$ cat src/rtl/core/rmq_pkg.sv
// ---------------------------------------------------------------------------
// rmq_pkg
// Shared types, constants and width helpers for the rotation matrix to
// quaternion pipeline.
// ---------------------------------------------------------------------------
package rmq_pkg;

    // Default binary point position of every matrix entry and component
    localparam int FRAC_BITS_DEF = 14;

    // Field widths
    localparam int M_W = 16;   // matrix entry
    localparam int N_W = 17;   // sum or difference of two entries
    localparam int Q_W = 16;   // quaternion component

    // Which output component takes the halved root; the other three are quotients
    typedef enum logic [1:0] {
        LEAD_W,
        LEAD_X,
        LEAD_Y,
        LEAD_Z
    } t_lead;

    // Numerators and routing that ride along with the square root
    typedef struct packed {
        logic signed [N_W-1:0] num_a;
        logic signed [N_W-1:0] num_b;
        logic signed [N_W-1:0] num_c;
        t_lead                 lead;
    } t_side;

    // Width of the clamped radicand before the binary point shift
    function automatic int rad_width(input int frac_bits);
        return (frac_bits >= 17) ? frac_bits + 1 : 18;
    endfunction

endpackage

$ cat src/rtl/core/rmq_front.sv
// ---------------------------------------------------------------------------
// rmq_front
// Trace test, leading axis pick, radicand and the three numerators.
// One register stage.
// ---------------------------------------------------------------------------
module rmq_front #(
    parameter int FRAC_BITS = rmq_pkg::FRAC_BITS_DEF
) (
    input  logic                                        i_clk,
    input  logic                                        i_rst_n,
    input  logic                                        i_valid,
    output logic                                        o_stall,
    input  logic signed [rmq_pkg::M_W-1:0]              i_m00,
    input  logic signed [rmq_pkg::M_W-1:0]              i_m01,
    input  logic signed [rmq_pkg::M_W-1:0]              i_m02,
    input  logic signed [rmq_pkg::M_W-1:0]              i_m10,
    input  logic signed [rmq_pkg::M_W-1:0]              i_m11,
    input  logic signed [rmq_pkg::M_W-1:0]              i_m12,
    input  logic signed [rmq_pkg::M_W-1:0]              i_m20,
    input  logic signed [rmq_pkg::M_W-1:0]              i_m21,
    input  logic signed [rmq_pkg::M_W-1:0]              i_m22,
    output logic                                        o_valid,
    input  logic                                        i_stall,
    output logic [rmq_pkg::rad_width(FRAC_BITS)-1:0]    o_rad,
    output rmq_pkg::t_side                              o_side
);
    import rmq_pkg::*;

    localparam int RAD_W = rad_width(FRAC_BITS);
    localparam int SW    = RAD_W + 2;
    localparam logic signed [SW-1:0] ONE = SW'(1) << FRAC_BITS;

    logic                    r_v;
    logic [RAD_W-1:0]        r_rad;
    t_side                   r_side;
    logic [RAD_W-1:0]        n_rad;
    t_side                   n_side;
    logic                    w_hold;
    logic signed [SW-1:0]    w_d0, w_d1, w_d2, w_trace, w_dmax, w_rad;
    t_lead                   w_sel;
    logic signed [N_W-1:0]   w_d21m12, w_d02m20, w_d10m01;
    logic signed [N_W-1:0]   w_s10p01, w_s20p02, w_s21p12;

    assign w_hold  = r_v & i_stall;
    assign o_stall = w_hold;

    // Pick the branch, the leading axis and the numerators
    always_comb begin
        w_d0     = SW'(i_m00);
        w_d1     = SW'(i_m11);
        w_d2     = SW'(i_m22);
        w_trace  = w_d0 + w_d1 + w_d2;
        w_d21m12 = N_W'(i_m21) - N_W'(i_m12);
        w_d02m20 = N_W'(i_m02) - N_W'(i_m20);
        w_d10m01 = N_W'(i_m10) - N_W'(i_m01);
        w_s10p01 = N_W'(i_m10) + N_W'(i_m01);
        w_s20p02 = N_W'(i_m20) + N_W'(i_m02);
        w_s21p12 = N_W'(i_m21) + N_W'(i_m12);

        // Largest diagonal entry; ties keep the lower axis
        w_sel  = LEAD_X;
        w_dmax = w_d0;
        if (w_d1 > w_d0) begin
            w_sel  = LEAD_Y;
            w_dmax = w_d1;
        end
        if (w_d2 > w_dmax) begin
            w_sel = LEAD_Z;
        end

        n_side.num_a = w_d21m12;
        n_side.num_b = w_d02m20;
        n_side.num_c = w_d10m01;
        n_side.lead  = LEAD_W;
        if (w_trace > 0) begin
            w_rad = w_trace + ONE;
        end else begin
            n_side.lead = w_sel;
            case (w_sel)
                LEAD_X: begin
                    w_rad        = w_d0 - (w_d1 + w_d2) + ONE;
                    n_side.num_a = w_d21m12;
                    n_side.num_b = w_s10p01;
                    n_side.num_c = w_s20p02;
                end
                LEAD_Y: begin
                    w_rad        = w_d1 - (w_d2 + w_d0) + ONE;
                    n_side.num_a = w_d02m20;
                    n_side.num_b = w_s10p01;
                    n_side.num_c = w_s21p12;
                end
                LEAD_Z: begin
                    w_rad        = w_d2 - (w_d0 + w_d1) + ONE;
                    n_side.num_a = w_d10m01;
                    n_side.num_b = w_s20p02;
                    n_side.num_c = w_s21p12;
                end
                default: begin
                    w_rad = '0;
                end
            endcase
        end

        // Clamp a negative radicand to zero
        if (w_rad < 0) begin
            n_rad = '0;
        end else begin
            n_rad = w_rad[RAD_W-1:0];
        end
    end

    // Hold while this stage is full and the next stage stalls
    always_ff @(posedge i_clk) begin
        if (!i_rst_n) begin
            r_v <= 1'b0;
        end else if (!w_hold) begin
            r_v <= i_valid;
        end
    end

    always_ff @(posedge i_clk) begin
        if (!w_hold) begin
            r_rad  <= n_rad;
            r_side <= n_side;
        end
    end

    assign o_valid = r_v;
    assign o_rad   = r_rad;
    assign o_side  = r_side;

endmodule

$ cat config.mk
export PLATFORM = sky130hd
export DESIGN_NAME = rmq_front
export DESIGN_NICKNAME = d
export VERILOG_FILES = /design/src/rtl/core/rmq_pkg.sv /design/src/rtl/core/rmq_front.sv
export SDC_FILE = /design/constraint.sdc
export NUM_CORES = 1
export LEC_CHECK = 0
export ABC_AREA = 1
export BUFFER_PORTS_ARGS = -buffer_cell sky130_fd_sc_hd__buf_2
export CAP_MARGIN = 5
export CORE_MARGIN = 10
export CORE_UTILIZATION = 40
export DETAILED_ROUTE_END_ITERATION = 6
export SLEW_MARGIN = 20
export SYNTH_ARGS = -nofsm -noshare
export SYNTH_HDL_FRONTEND = slang
export SYNTH_SLANG_ARGS = --single-unit
$ cat constraint.sdc
create_clock -name i_clk -period 14.8 [get_ports i_clk]
set_input_delay 3.7 -clock i_clk [delete_from_list [all_inputs] [get_ports i_clk]]
set_output_delay 3.7 -clock i_clk [all_outputs]
set_load 0.1 [all_outputs]
After elaboration in Yosys (flattened, before gate mapping)
Cells that the tools add are included.
W data, S select, Z words.
{"block": "totals", "ff_bits": 72, "latch_bits": 0, "ram_bits": 0, "romBits": 0, "inputBits": 148, "output_inout_bits": 73, "word_cells": 38, "memories": 0}
{"block": "classes", "n_addsub": 17, "n_mul": 0, "div": 0, "order_cmp": 4, "eq_ne": 3, "shifts": 0, "mux": 7, "n_bitwise": 1, "reduce_logical": 0}
{"op": "$pmux W51 S3", "n": 1}
{"op": "$add A16 B16 Y17", "n": 6}
{"op": "$add A18 B16 Y19 const B", "n": 4}
{"op": "$pmux W20 S3", "n": 1}
{"op": "$sub A16 B17 Y18", "n": 3}
{"op": "$mux W53", "n": 1}
{"op": "$sub A16 B16 Y17", "n": 3}
{"op": "$mux W20", "n": 2}
{"op": "$gt A16 B20 Y1", "n": 1}
{"op": "$lt A20 B1 Y1 const B", "n": 1}
{"op": "$add A17 B16 Y18", "n": 1}
{"op": "$gt A18 B1 Y1 const B", "n": 1}
{"op": "$gt A16 B16 Y1", "n": 1}
{"op": "$eq A2 B2 Y1 const B", "n": 2}
{"op": "$mux W2", "n": 2}
{"op": "$eq A2 B1 Y1 const B", "n": 1}
{"op": "$and A1 B1 Y1", "n": 1}

Depth between registers and ports, before layout
{"block": "depth", "depth_word": 8, "depth_mapped": 40, "mapped_depth_nobuf": 38}

Worst setup path before layout
No wires, ideal clock.
{"block": "synth_path", "path_type": "input port to output port", "from": "in i_stall", "to": "out o_stall", "arrival_time_ps": 6289, "required_time_ps": 11100, "path_slack_ps": 4811, "path_stages": 2, "n_path_buf": 0, "cell_sequence": "nand2_1 -> inv_1"}
{"block": "synth_via", "elab_chain_len": 1}
{"item": "from (decl)", "line": "rmq_front.sv:23", "source": "input logic i_stall,"}
{"item": "$and A1 B1 Y1", "line": "rmq_front.sv:44", "source": "assign w_hold = r_v & i_stall;"}
{"item": "to (decl)", "line": "rmq_front.sv:12", "source": "output logic o_stall,"}
Every way passes these cells.

==> reports/qor.csv <==
metric,value,unit
ant_nets,0,
total_power,2.92,mW
timing_worst_setup_path_type,in2reg,
ys_ff_latch,72,
skew,0.0123,ns
grt_pass1_vias,16100,
post-cts-setup-buffers,0,
synth.distinct_cells,53,
htreeDepth,3,
fin_util,0.447,
antenna_found_initial,0,
power_leakage,9.96,nW
clkSlewWorstSetupHoldPaths,0.06,ns
p_per_area,165,nW/um2
tightest_slew,1.07,ns
synthFlopType,edfxtp_1,
reg2reg_slack,13.28,ns
fillers,4254,
cts-resized-gates,0,
worst_setup_path_start_kind,primary input,
worstPathArrival,10.08,ns
routedWlPerCell,19.3,um
outcome,completed,
cp.required,14.92,ns
yosys.area_share.simple,0.297,
place_hpwl,52000,um
synth_top_family_by_area,simple AND/OR/NAND/NOR gates,
synthTopCellsByArea,"ha_1 20%, nand2_1 16%, edfxtp_1 13%",
grt_max_degree,73,
synth_adder_area_share,0.259,
multi_input_area,12000,um2
hold_ws,1.27,ns
area_growth,10.9,%
rows,73,
fp.dieH,220,um
cts_made_buffers,9,
synth-compound-area-share,0.138,
syn_area_per_cell,6.46,um2
cts_buffer_depth,2,
gp_congestion,0.981,
wl,61100,um
diodes,0,
grt_overflow,0,
cts.sinks,72,
cts_tree,yes,
cp_max_fo,54,
synthArstFlopShare,0,
cts_hold_buf,0,
rsz0062_at_grt,no,
fmax,100,MHz
cts-root-buf,clkbuf_16,
nets,3086,
io_buffers,220,
via_count,16800,
relSlewSlack,0.283,
netlist.area_leader.share,0.205,
timing.final.crit_share,0.673,
via_per_inst,5.30,
final_hold_viol_count,0,
synth_cells,2468,
drt-initial-drc-count,1534,
netlist_area,15900,um2
drive_gt1_frac,0.100,
start_util,0.403,
end_kind,flip-flop,
ys_seq_area_frac,0.135,
synthTopCellsByCount,"694 x nand2_1, 380 x inv_1, 261 x ha_1, 196 x nand3_1, 174 x a21oi_1",
dieArea,48300,um2
peakVddDrop,0.144,mV
fin_cells,3163,
synth-xor-area-share,0.0588,
final-setup-viol-count,0,
period_needed,9.96,ns
yosysWarnings,0,
syn_nets,2920,
drv_slew,0,
placedCellCount,3148,
core-area,39500,um2
grt.total_usage,0.247,
synth_edf_count,71,
top_level_ports,221,
remaining_drc_errors,0,
maxCapViolations,0,
synth_top_area_cell,ha_1,
regArea,2150,um2
insertion_delay,0.37,ns
firstDrtPassIters,6,
hold_path.class,reg2reg,
synth.area.mux_share,0,
tns,0,ns
die_w,220,um
grt_pass1_wl,93400,um
yosysMostFrequentCell,nand2_1,
worst paths after layout:
check,from,to,depth (start not counted)
worst max-delay path,i_m00[15],o_side[17]$_DFFE_PN_,24
worst min-delay path,o_valid$_SDFFE_PN0N_,o_rad[4]$_SDFFCE_PP0N_,1
worst max register to register,o_valid$_SDFFE_PN0N_,o_side[0]$_SDFFCE_PP0N_,1
worst min register to register,o_valid$_SDFFE_PN0N_,o_rad[4]$_SDFFCE_PP0N_,1
worst max-delay path, stage by stage:
cell and delay, ns:
buf_2 0.12, inv_1 0.10, ha_1 0.51, nand2_1 0.16, nor3_1 0.36, nand2_1 0.13, nand2_1 0.07, nand2_1 0.07
nand3_2 0.06, buf_4 0.51, o21ai_0 0.21, ha_1 0.34, a21oi_1 0.07, o21ai_0 0.65, nand2_1 0.18, nand4_1 0.14
nand2_2 0.06, buf_4 0.31, inv_2 0.79, nand2_2 0.47, inv_2 0.49, nand3_1 0.28, nand3_1 0.16, nand2_1 0.06
area by class of cell:
class	count	area share
Clock buffer	11	0.0132
Inverter	385	0.0818
Sequential cell	72	0.122
Multi-Input combinational cell	1943	0.680
Tap cell	525	0.0371
Clock inverter	4	0.00311
Timing Repair Buffer	223	0.0635
metrics by stage:
| step | setup slack (ns) | cell area [um2] |
|---|---|---|
| 2_1_floorplan | 4.81 | 15900 |
| 3_3_place_gp | 4.74 | 17400 |
| 3_5_place_dp | 4.59 | 17400 |
| 4_1_cts | 4.96 | 17700 |
| 5_1_grt | 4.11 | 17700 |
| 6_report | 4.84 | 17700 |
where the power goes:
group / internal (mW) / switching, mW
registers: 0.371 / 0.0484
clock network: 0.131 / 0.0979
logic: 0.509 / 1.76
total: 1.01 / 1.91
layer usage:
| metal | wire length, um | track usage |
|---|---|---|
| met5 | 0 | 0 |
| met2 | 26600 | 0.384 |
| met1 | 28600 | 0.354 |
| met3 | 4530 | 0.0302 |
| met4 | 1430 | 0.0671 |
cells by family after synthesis:
kind of cell,after synthesis
buf+inv,453
xor+xnor,105
compound gates,398
fa+ha+maj,304
flops,72
simple gates,1136
flip-flops by register name (all words and copies together), names as in the netlist:
signal,cells
o_rad,18
o_side,53
o_valid,1
layout by cell type (no fill, tap or decap), types with 3 or more instances in the layout:
cell type	n
a21o_1	12
a21oi_1	174
clkbuf_16	9
buf_2	220
and3_1	3
and2_1	3
nor4_1	3
nor2_1	157
nand4_1	17
xor2_1	92
nand2_4	3
a31oi_1	7
o21bai_1	20
inv_2	3
xnor2_1	12
o21ai_1	16
o22ai_1	8
or2_2	8
a211oi_1	7
nor3_1	27
a22oi_1	3
ha_1	261
o21ai_0	121
nand3_1	196
nand3b_1	15
a21oi_2	3
nand2_1	693
o211ai_1	8
nand2_2	4
buf_4	3
o31ai_1	8
edfxtp_1	71
inv_1	380
fa_1	43
o21a_1	4
(Power assumes the default switching activity.)
