**src/rtl/core/rmq_sqrt.sv**
```systemverilog
// ---------------------------------------------------------------------------
// rmq_sqrt
// Pipelined integer square root, one result bit per stage, with a sideband
// word carried alongside.
// ---------------------------------------------------------------------------
module rmq_sqrt #(
    parameter int V_W  = 32,
    parameter int SB_W = 8
) (
    input  logic                     i_clk,
    input  logic                     i_rst_n,
    input  logic                     i_valid,
    output logic                     o_stall,
    input  logic [V_W-1:0]           i_v,
    input  logic [SB_W-1:0]          i_side,
    output logic                     o_valid,
    input  logic                     i_stall,
    output logic [(V_W+1)/2-1:0]     o_root,
    output logic [SB_W-1:0]          o_side
);
    localparam int SQ_W = (V_W + 1) / 2;
    localparam int VS_W = 2 * SQ_W;

    logic [SQ_W-1:0] r_v;
    logic [VS_W-1:0] r_rem  [SQ_W];
    logic [VS_W-1:0] r_res  [SQ_W];
    logic [SB_W-1:0] r_side [SQ_W];
    logic [SQ_W:0]   w_hold;

    // Stall chain: a stage holds when it is full and the next one holds
    always_comb begin
        w_hold[SQ_W] = i_stall;
        for (int k = SQ_W - 1; k >= 0; k--) begin
            w_hold[k] = r_v[k] & w_hold[k+1];
        end
    end

    assign o_stall = w_hold[0];

    for (genvar k = 0; k < SQ_W; k++) begin : g_step
        localparam logic [VS_W-1:0] BIT = VS_W'(1) << (2 * (SQ_W - 1 - k));

        logic            w_v_in;
        logic [VS_W-1:0] w_rem_in, w_res_in, n_rem, n_res;
        logic [SB_W-1:0] w_side_in;
        logic [VS_W:0]   w_try;

        if (k == 0) begin : g_first
            assign w_v_in    = i_valid;
            assign w_rem_in  = VS_W'(i_v);
            assign w_res_in  = '0;
            assign w_side_in = i_side;
        end else begin : g_next
            assign w_v_in    = r_v[k-1];
            assign w_rem_in  = r_rem[k-1];
            assign w_res_in  = r_res[k-1];
            assign w_side_in = r_side[k-1];
        end

        // Try to subtract the trial square and settle one root bit
        always_comb begin
            w_try = {1'b0, w_res_in} + {1'b0, BIT};
            if ({1'b0, w_rem_in} >= w_try) begin
                n_rem = w_rem_in - w_try[VS_W-1:0];
                n_res = (w_res_in >> 1) + BIT;
            end else begin
                n_rem = w_rem_in;
                n_res = w_res_in >> 1;
            end
        end

        always_ff @(posedge i_clk) begin
            if (!i_rst_n) begin
                r_v[k] <= 1'b0;
            end else if (!w_hold[k]) begin
                r_v[k] <= w_v_in;
            end
        end

        always_ff @(posedge i_clk) begin
            if (!w_hold[k]) begin
                r_rem[k]  <= n_rem;
                r_res[k]  <= n_res;
                r_side[k] <= w_side_in;
            end
        end
    end

    assign o_valid = r_v[SQ_W-1];
    assign o_root  = r_res[SQ_W-1][SQ_W-1:0];
    assign o_side  = r_side[SQ_W-1];

endmodule

```
**config.mk**
```make
export PLATFORM = sky130hd
export DESIGN_NAME = rmq_sqrt
export DESIGN_NICKNAME = d
export VERILOG_FILES = /design/src/rtl/core/rmq_sqrt.sv
export SDC_FILE = /design/constraint.sdc
export NUM_CORES = 1
export LEC_CHECK = 0
export BUFFER_PORTS_ARGS = -buffer_cell sky130_fd_sc_hd__buf_2
export CORE_AREA = 2 2 261 263
export DETAILED_ROUTE_END_ITERATION = 12
export DIE_AREA = 0 0 263 265
export HOLD_SLACK_MARGIN = 0.02
export PLACE_DENSITY = 0.68
export SYNTH_ARGS = -nofsm -noshare
export SYNTH_HDL_FRONTEND = slang
export SYNTH_SLANG_ARGS = --single-unit
```
**constraint.sdc**
```tcl
create_clock -name i_clk -period 7.1 [get_ports i_clk]
set_clock_uncertainty 0.15 [all_clocks]
set_input_delay 1.42 -clock i_clk [delete_from_list [all_inputs] [get_ports i_clk]]
set_output_delay 1.42 -clock i_clk [all_outputs]
set_load 0.05 [all_outputs]
```
; Word-level counts from Yosys, hierarchy flattened
; Memories as Yosys holds them, arrays and structs flattened.
; Index checks and enable logic that the tools add are counted.
[word_totals]
regBits = 16
ramBits = 1152
out_inout_bits = 26
mem_count = 3
[op_classes]
n_addsub = 46
magnitude_cmp = 16
muxes = 48
n_bitwise = 16
[memory_table]
columns = name, words, width, rd, rd_clocked_by_memory_dff, wr, line_no
row1 = r_rem, 16, 32, 15, 0, 16, 25  ; logic [VS_W-1:0] r_rem [SQ_W];
row2 = r_res, 16, 32, 16, 0, 16, 26  ; logic [VS_W-1:0] r_res [SQ_W];
row3 = r_side, 16, 8, 16, 0, 16, 27  ; logic [SB_W-1:0] r_side [SQ_W];
[ops]
columns = operator, count
row1 = two-way mux 32 bit, 31
row2 = >= comparator 32 x 33 -> 1 bit, 15
row3 = subtractor 32 bit, 15
row4 = "adder 32 x 1 -> 33 bit, second input constant", 1
row5 = "adder 32 x 11 -> 33 bit, second input constant", 1
row6 = "adder 32 x 13 -> 33 bit, second input constant", 1
row7 = "adder 32 x 15 -> 33 bit, second input constant", 1
row8 = "adder 32 x 17 -> 33 bit, second input constant", 1
row9 = "adder 32 x 19 -> 33 bit, second input constant", 1
row10 = "adder 32 x 21 -> 33 bit, second input constant", 1
row11 = "adder 32 x 23 -> 33 bit, second input constant", 1
row12 = "adder 32 x 25 -> 33 bit, second input constant", 1
row13 = "adder 32 x 27 -> 33 bit, second input constant", 1
row14 = "adder 32 x 29 -> 33 bit, second input constant", 1
row15 = "adder 32 x 3 -> 33 bit, second input constant", 1
row16 = "adder 32 x 5 -> 33 bit, second input constant", 1
row17 = "adder 32 x 7 -> 33 bit, second input constant", 1
row18 = "adder 32 x 9 -> 33 bit, second input constant", 1
row19 = "adder 31 x 1 -> 32 bit, second input constant", 1
row20 = "adder 31 x 11 -> 32 bit, second input constant", 1
row21 = "adder 31 x 13 -> 32 bit, second input constant", 1
row22 = "adder 31 x 15 -> 32 bit, second input constant", 1
row23 = "adder 31 x 17 -> 32 bit, second input constant", 1
row24 = "adder 31 x 19 -> 32 bit, second input constant", 1
row25 = other kinds (14), 44

; Depth between registers and ports, before layout
; Gate-level depths: netlist (run 1).
[depth]
ltp_word = 17
mapped_depth = 13

; Worst setup path before layout (run 1)
; Ideal clock, no wire load.
[synth_path]
path_type = input -> output
startpoint = input port i_stall
endpoint = output port o_stall
arrival_ns = 6.274
required_time_ns = 5.530
path_slack_ns = -0.744
cell_stages = 9
n_path_buf = 0
path_cell_list = and3_1 inv_1 nor2_1 and3_1 inv_1 nor3_1 and3_1 nand2_1 inv_1
[synth_via]
elab_chain_len = 16
[synth_rtl]
columns = element, line_no
row1 = start: declaration, 17  ; input logic i_stall,
row2 = AND 1 bit (16 in series), 34  ; w_hold[k] = r_v[k] & w_hold[k+1];
row3 = end: declaration, 13  ; output logic o_stall,
; Every way passes these cells.

; Final worst setup path (run 1)
; Ends and elaborated chain as after synthesis.

==> results of run 1 <==
## metrics by stage
stage	std cells	cell area (um2)	power (W)
detailed placement	3283	34550	0.01021
global route	3429	37100	0.01488
floorplan	2355	33090	0.009180
finish	3429	37100	0.01412
global placement	3283	34550	0.01008
CTS	3429	37100	0.01420
## critical path, delay by kind of cell
kind                   cells  cell delay (ns)
buffers and inverters      6             1.01
AND/OR/NAND/NOR            6             2.02
## power by group
part	total [W]	internal (W)	switching, W
clock	0.00395	0.00225	0.00170
sequential	0.00682	0.00615	0.000662
combinational	0.00335	0.00146	0.00189
## Yosys cell counts, types with 9 or more instances
cell type,count
sky130_fd_sc_hd__inv_1,181
sky130_fd_sc_hd__mux2i_1,11
sky130_fd_sc_hd__nor4b_1,9
sky130_fd_sc_hd__o31ai_1,20
sky130_fd_sc_hd__o21a_1,53
sky130_fd_sc_hd__nor2b_1,27
sky130_fd_sc_hd__or3_1,29
sky130_fd_sc_hd__o21ai_0,111
sky130_fd_sc_hd__nor3_1,67
sky130_fd_sc_hd__dfxtp_1,16
sky130_fd_sc_hd__a21oi_1,96
sky130_fd_sc_hd__nand4_1,28
sky130_fd_sc_hd__or4_1,19
sky130_fd_sc_hd__and3_1,11
sky130_fd_sc_hd__a211oi_1,11
sky130_fd_sc_hd__mux2_2,20
sky130_fd_sc_hd__nor4_1,75
sky130_fd_sc_hd__nand2_1,137
sky130_fd_sc_hd__nand3_1,31
sky130_fd_sc_hd__o211ai_1,9
sky130_fd_sc_hd__xor2_1,92
sky130_fd_sc_hd__nand2b_1,33
sky130_fd_sc_hd__nor2_1,114
sky130_fd_sc_hd__clkbuf_1,21
sky130_fd_sc_hd__xnor2_1,89
sky130_fd_sc_hd__edfxtp_1,744
sky130_fd_sc_hd__ha_1,150
sky130_fd_sc_hd__a21o_1,45
## state kept, by name, summed over array words and instances, names as in the netlist
register,cells
r_side,128
r_rem,480
r_res,136
o_valid,1
g_step.w_v_in,15
## layer usage
metal / global-route usage, % / up-vias
met5: 0 / -
met4: 8.772 / 0
met3: 2.796 / 164
met2: 36.36 / 391
met1: 17.75 / 9193
li1: - / 9118
## final cells by class
class / count / area [um2]
flip-flops and latches: 760 / 22660
multi-input cells: 1384 / 9654
clock inverters: 42 / 464.2
inverters: 183 / 691.9
fillers: 5300 / 29710
repair buffers: 83 / 450.4
well taps: 873 / 1092
clock buffers: 104 / 2081
## worst max path at each step
stage / to / slack (ns) / start
after floorplan: o_stall / 0.14 / i_stall
after global placement: o_stall / 1.12 / i_stall
after detailed placement: o_stall / 1.02 / i_stall
after CTS: o_stall / 0.99 / i_stall
after global routing: o_stall / 0.75 / i_stall
final: o_stall / 1.05 / i_stall
## kinds of logic after synthesis
logic type	Yosys count	synth area share, %
AOI/OAI and AO/OA	401	7.728
xor gates and xnor gates	181	4.792
adders and majority gates	150	5.674
buffers and inverters	211	2.425
DFF	760	68.51
muxes	31	1.014
and+or+nand+nor	621	9.861
==> summary.log, run 1 <==
qor: layout.area_growth 12.14%
qor: die.ios 70
qor: clocking.cts_hold_buf 0
qor: layout.final_nets 2685
qor: route.drcViolationCount 0
qor: placed_design.routabilityCongestion 0.9317
qor: clocking.cts_post_setup_buffers_inserted 0
qor: timing.hold_violations 0
qor: clocking.clk_latency 0.64 ns
qor: clocking.cts.clk_slew.worst_paths 0.06 ns
qor: die.initial_utilization 49.52%
qor: critical_path.worstRegToRegCells 8
qor: synth.synth_top_area_cell sky130_fd_sc_hd__edfxtp_1
qor: timing.timing.final.ws_setup 1.046 ns
qor: die.die_y 265 um
qor: route.detail_route.iter0.violations 1125
qor: die.die-width 263 um
qor: layout.finish.utilization 55.53%
qor: critical_path.cp-end-kind primary output
qor: critical_path.crit_path_max_fanout 42
qor: synth.synth_cell_type_count 66
qor: critical_path.critPathArrivalTime 4.48 ns
qor: route.avgRoutedWirePerCell 18.22 um
qor: hold_path.holdCritPathClass flip-flop to flip-flop
qor: global_routing.number_of_global_route_vias_before_repair 19630
qor: synth.synth_area 33080 um2
qor: clocking.clock_tree.htree_level_count 3
qor: clocking.clkSinkCount 760
qor: route.wl 62.46 mm
qor: clocking.postCtsResizedCells 0
qor: die.rows 95
qor: timing.timing_worst_slew_pin_value 1.141 ns
qor: critical_path.setup.worst_path.class input pin to primary output
qor: critical_path.worst-endpoint-required 5.53 ns
qor: synth.synth_warnings 0
qor: placed_design.detailedPlace.worstSlack 1.019 ns
qor: route.drt-pass1-iter-count 5
qor: layout.antenna_cells 0
qor: outcome.status finished, final reports clean
qor: route.met3_length 1.917 mm
qor: timing.tns 0 ns
qor: synth.synth_fp_nets 2549
qor: critical_path.critPathLaunchType input pin
qor: critical_path.r2r-start o_valid
qor: layout.most-common-layout-cells sky130_fd_sc_hd__edfxtp_1 (744), sky130_fd_sc_hd__inv_1 (177), sky130_fd_sc_hd__ha_1 (150), sky130_fd_sc_hd__nand2_1 (131), sky130_fd_sc_hd__nor2_1 (114)
qor: route.route.detailed.vias_per_inst 5.502
qor: layout.mostFrequentLayoutCell sky130_fd_sc_hd__edfxtp_1
qor: route.maxUsedRoutingLayer met4
qor: synth.synth.area.top_cells sky130_fd_sc_hd__edfxtp_1 (68%), sky130_fd_sc_hd__ha_1 (5.7%), sky130_fd_sc_hd__xor2_1 (2.4%), sky130_fd_sc_hd__xnor2_1 (2.4%), sky130_fd_sc_hd__inv_1 (2.1%)
qor: synth.post_synthesis_sequential_element_count 760
qor: hold_path.min_to r_side[5][3]
qor: timing.maxSlewViolCount 0
qor: die.die_area 69700 um2
qor: hold_path.holdCritStartpoint r_side[4][3]
qor: pwr.p_leak 14.69 nW
qor: clocking.cts_tree built
qor: timing.setup_repair_after_global_routing_missed_its_margin false
qor: placed_design.port_buffers 69
qor: timing.max_clock_freq 165.2 MHz
qor: synth.synthDominantCellAreaShare 67.54%
qor: timing.finalHoldWorstSlack 0.2656 ns
qor: pwr.pwr_density_cell 380.6 nW/um2
qor: global_routing.grt_start_max_net_pins 56
qor: clocking.cts.path.max_buffers 3
qor: timing.max-slew-margin-rel 23.67%
qor: synth.ys_async_sr_fraction 0%
qor: route.ant_nets 0
qor: critical_path.r2r_setup_slack 2.64 ns
qor: critical_path.cpPeakStageDelay 0.51 ns
qor: clocking.cts_root_buf sky130_fd_sc_hd__clkbuf_16
qor: critical_path.rr_endpoint r_rem[0][142]
qor: global_routing.grt_first_pass_wirelength 100.2 mm
qor: timing.final.period_utilization 85.26%
qor: critical_path.cell_breakdown_of_the_critical_path buf_2, and3_1, clkinvlp_4, nor2_1, and3_1, inv_2, nor3_1, and3_1, nand2_2, buf_4, inv_1, buf_2
qor: synth.count_of_flip_flops_with_a_built_in_enable_after_synthesis 744
qor: pwr.worst_voltage_drop_across_the_vdd_grid 207.5 uV
qor: timing.layout_min_cycle_time 6.054 ns
qor: route.route.met2.wl 35.28 mm
qor: global_routing.antenna_found_initial 0
qor: synth.dominant_synthesized_flop_cell sky130_fd_sc_hd__edfxtp_1
qor: global_routing.grt-ovfl-total 0
qor: timing.final-setup-viol-count 0
qor: route.detail_route.wirelength.met1 22.31 mm
qor: hold_path.holdPathStages 0
qor: synth.seq_area_frac_synth 68.51%
qor: job.total_of_max_cap_violations 0
qor: route.via_count 18870
qor: die.floorplan.core_area 66800 um2
qor: clocking.clock_buffers_created_by_tritoncts 79
qor: synth.post_synth_inst_count 2355
qor: global_routing.global_route.usage.total 18.07%
qor: critical_path.cpMaxStageDelayCell sky130_fd_sc_hd__nor3_1
qor: critical_path.crit_top_cell sky130_fd_sc_hd__and3_1
qor: synth.avgSynthCellArea 14.05 um2
qor: placed_design.detailed_place_hpwl 46.78 mm
qor: layout.fraction_of_layout_instances_using_a_drive_strength_above_1 9.624%
Power figures use the tool's default switching activity.
==> run 2, diff against run 1 <==
ABC_AREA = 1   (was default)
CORE_AREA = 2 2 270 272   (was 2 2 261 263)
CTS_CLUSTER_DIAMETER = 40   (was default)
CTS_CLUSTER_SIZE = 12   (was default)
DIE_AREA = 0 0 272 274   (was 0 0 263 265)
==> summary.log, run 2 <==
qor: critical_path.cp-end-kind primary output
qor: critical_path.setup.worst_path.class input pin to primary output
qor: synth.most_frequently_used_cell_type_in_the_post_synthesis_netlist sky130_fd_sc_hd__edfxtp_1
qor: die.initial_utilization 49.40%
qor: layout.area.sequential 22660 um2
qor: synth.synth_top_area_cell sky130_fd_sc_hd__edfxtp_1
qor: placed_design.routabilityCongestion 0.9236
qor: critical_path.crit_path_max_fanout 46
qor: pwr.post-layout-total-power 0.01647 W
qor: clocking.cts_hold_buf 0
qor: synth.synth.cells.most_frequent sky130_fd_sc_hd__edfxtp_1 (744), sky130_fd_sc_hd__nand2_1 (506), sky130_fd_sc_hd__inv_1 (448), sky130_fd_sc_hd__nor2_1 (271), sky130_fd_sc_hd__a21oi_1 (162)
qor: synth.seq_area_frac_synth 63.74%
qor: die.ios 70
qor: layout.fraction_of_layout_instances_using_a_drive_strength_above_1 11.01%
qor: layout.number_of_inserted_filler_cells_in_the_final_layout 5904
qor: die.die-width 272 um
qor: timing.layout_min_cycle_time 5.976 ns
qor: synth.avgSynthCellArea 11.37 um2
qor: clocking.cts_post_setup_buffers_inserted 0
qor: synth.synthAdderAreaFrac 5.279%
qor: die.rows 99
qor: route.ant_nets 0
qor: critical_path.worst-endpoint-required 5.53 ns
qor: route.wl 67.88 mm
qor: clocking.cts_tree built
qor: layout.final_nets 3473
qor: layout.mostFrequentLayoutCell sky130_fd_sc_hd__edfxtp_1
qor: clocking.cts.clk_slew.worst_paths 0.06 ns
qor: die.die_area 74530 um2
qor: clocking.clkSinkCount 760
qor: global_routing.grt_start_max_net_pins 58
qor: layout.layout_top_registers r_rem: 480 flops, r_res: 136 flops, r_side: 128 flops
qor: global_routing.global_route.usage.total 18.47%
qor: clocking.clock_tree.htree_level_count 3
qor: layout.multi_input_comb_area 10970 um2
qor: layout.most-common-layout-cells sky130_fd_sc_hd__edfxtp_1 (744), sky130_fd_sc_hd__nand2_1 (501), sky130_fd_sc_hd__inv_1 (442), sky130_fd_sc_hd__nor2_1 (271), sky130_fd_sc_hd__a21oi_1 (162)
qor: timing.max-slew-margin-rel 26.83%
qor: pwr.pwr_density_cell 408.2 nW/um2
qor: die.die_y 274 um
qor: timing.hold_violations 0
qor: timing.setup_repair_after_global_routing_missed_its_margin false
qor: layout.final-instance-count-excl-fill 4319
qor: placed_design.detailed_place_hpwl 51.57 mm
qor: route.drcViolationCount 0
qor: job.total_of_max_cap_violations 0
qor: synth.dominant_combinational_cell_family_by_area_after_synthesis simple AND/OR/NAND/NOR gates
qor: layout.max_reg_flops 480
qor: synth.synth.area.top_cells sky130_fd_sc_hd__edfxtp_1 (63%), sky130_fd_sc_hd__nand2_1 (5.3%), sky130_fd_sc_hd__ha_1 (5.3%), sky130_fd_sc_hd__inv_1 (4.7%), sky130_fd_sc_hd__nor2_1 (2.9%)
qor: synth.post_synthesis_sequential_element_count 760
qor: synth.synthMuxAreaShare 0%
qor: timing.tns 0 ns
qor: critical_path.r2r_setup_slack 3.56 ns
qor: placed_design.place.detailed.instances 4136
qor: synth.ys_async_sr_fraction 0%
qor: global_routing.antenna_found_initial 0
qor: critical_path.r2r-start o_valid
qor: synth.synth_area_in_simple_gates 13.92%
qor: synth.count_of_flip_flops_with_a_built_in_enable_after_synthesis 744
qor: layout.area_growth 13.44%
qor: hold_path.holdCritPathClass flip-flop to flip-flop
qor: synth.synthDominantCellAreaShare 62.84%
qor: timing.final.period_utilization 84.16%
qor: route.via_count 21960
qor: timing.final-setup-viol-count 0
qor: synth.synth_fp_nets 3320
qor: pwr.p_leak 16.92 nW
qor: timing.max_clock_freq 167.3 MHz
qor: synth.synth_cell_type_count 56
qor: route.drt-pass1-iter-count 5
qor: critical_path.critPathLaunchType input pin
qor: critical_path.worstRegToRegCells 10
qor: synth.synth-xor-area-share 4.163%
qor: clocking.postCtsResizedCells 0
qor: layout.finish.utilization 56.04%
qor: route.avgRoutedWirePerCell 15.72 um
qor: global_routing.grt_first_pass_wirelength 110.0 mm
qor: clocking.clock_buffers_created_by_tritoncts 100
qor: critical_path.timing.critical_path.to o_stall
qor: synth.post_synth_inst_count 3126
qor: synth.synth_warnings 0
qor: placed_design.port_buffers 69
qor: synth.synthesized_area_fraction_occupied_by_ao_oa_aoi_and_oai_cells 7.376%
qor: synth.dominant_synthesized_flop_cell sky130_fd_sc_hd__edfxtp_1
qor: die.floorplan.core_area 71970 um2
qor: timing.timing_worst_slew_pin_value 1.094 ns
qor: clocking.clk_latency 0.64 ns
qor: outcome.status finished, final reports clean
qor: critical_path.critPathArrivalTime 4.41 ns
qor: critical_path.rr_endpoint r_rem[0][56]
qor: route.detail_route.iter0.violations 1450
qor: global_routing.grt-ovfl-total 0
qor: synth.synth_area 35560 um2
qor: route.route.detailed.vias_per_inst 5.085
qor: clocking.cts_root_buf sky130_fd_sc_hd__clkbuf_16
qor: critical_path.crit_start i_stall
qor: global_routing.number_of_global_route_vias_before_repair 21980
qor: layout.antenna_cells 0
qor: clocking.cts.path.max_buffers 3
qor: timing.maxSlewViolCount 0
qor: layout.max_flop_register r_rem
qor: pwr.worst_voltage_drop_across_the_vdd_grid 239.4 uV
==> run 2: worst max-delay path, stage by stage <==
cell and delay [ns]:
sky130_fd_sc_hd__buf_2 0.08, sky130_fd_sc_hd__nand2_2 0.33, sky130_fd_sc_hd__nor2_2 0.32, sky130_fd_sc_hd__nand4_4 0.14, sky130_fd_sc_hd__nor2_4 0.18, sky130_fd_sc_hd__nand4_4 0.12, sky130_fd_sc_hd__nor2_2 0.19, sky130_fd_sc_hd__nand4_4 0.11
sky130_fd_sc_hd__buf_4 0.31, sky130_fd_sc_hd__nor2_4 0.22, sky130_fd_sc_hd__nand3_4 0.47, sky130_fd_sc_hd__clkinvlp_4 0.21, sky130_fd_sc_hd__buf_2 0.27
==> run 2: cell type report <==
cell class / instances / area share (%)
Inverter: 460 / 4.309
Timing Repair Buffer: 79 / 1.042
Tap cell: 959 / 2.975
Sequential cell: 760 / 56.19
Clock inverter: 66 / 1.917
Multi-Input combinational cell: 1878 / 27.21
Clock buffer: 117 / 6.362
==> run 2: where the power goes <==
group / internal [W] / switching (W)
Combinational: 0.00172 / 0.00289
Sequential: 0.00624 / 0.000715
Clock: 0.00302 / 0.00188
==> run 2: kinds of logic after synthesis <==
kind of cell | count (synthesis)
AO/OA/AOI/OAI | 453
adder cells (fa/ha/maj) | 150
buffers and inverters | 488
AND/OR/NAND/NOR | 1106
XOR/XNOR | 169
flip-flops | 760
==> run 2: how the worst min path moves through the flow <==
stage / end / cells after the start / from
final: r_side[10][6] / 0 / r_side[9][6]
after global routing: r_side[8][2] / 0 / r_side[7][2]
after CTS: r_side[10][3] / 0 / r_side[9][3]
after detailed placement: r_side[10][5] / 0 / r_side[9][5]
after global placement: r_side[10][3] / 0 / r_side[9][3]
after floorplan: r_side[10][0] / 0 / r_side[9][0]
==> run 2: metal layers <==
layer / wire length (um) / track usage [%] / vias to the layer above
li1: - / - / 11160
met1: 26540 / 20.24 / 10230
met2: 36450 / 35.19 / 415
met3: 2213 / 2.794 / 158
met4: 2674 / 8.169 / 0
met5: 0 / 0 / -
==> run 2: per-stage QoR <==
stage / setup slack (ns) / area (um2) / hold slack [ns]
finish: 1.124 / 40330 / 0.2609
global route: 0.7336 / 40330 / 0.2698
CTS: 1.031 / 40330 / 0.2636
floorplan: 0.07814 / 35600 / 0.2503
detailed placement: 1.062 / 36990 / 0.2545
global placement: 1.138 / 36990 / 0.2509
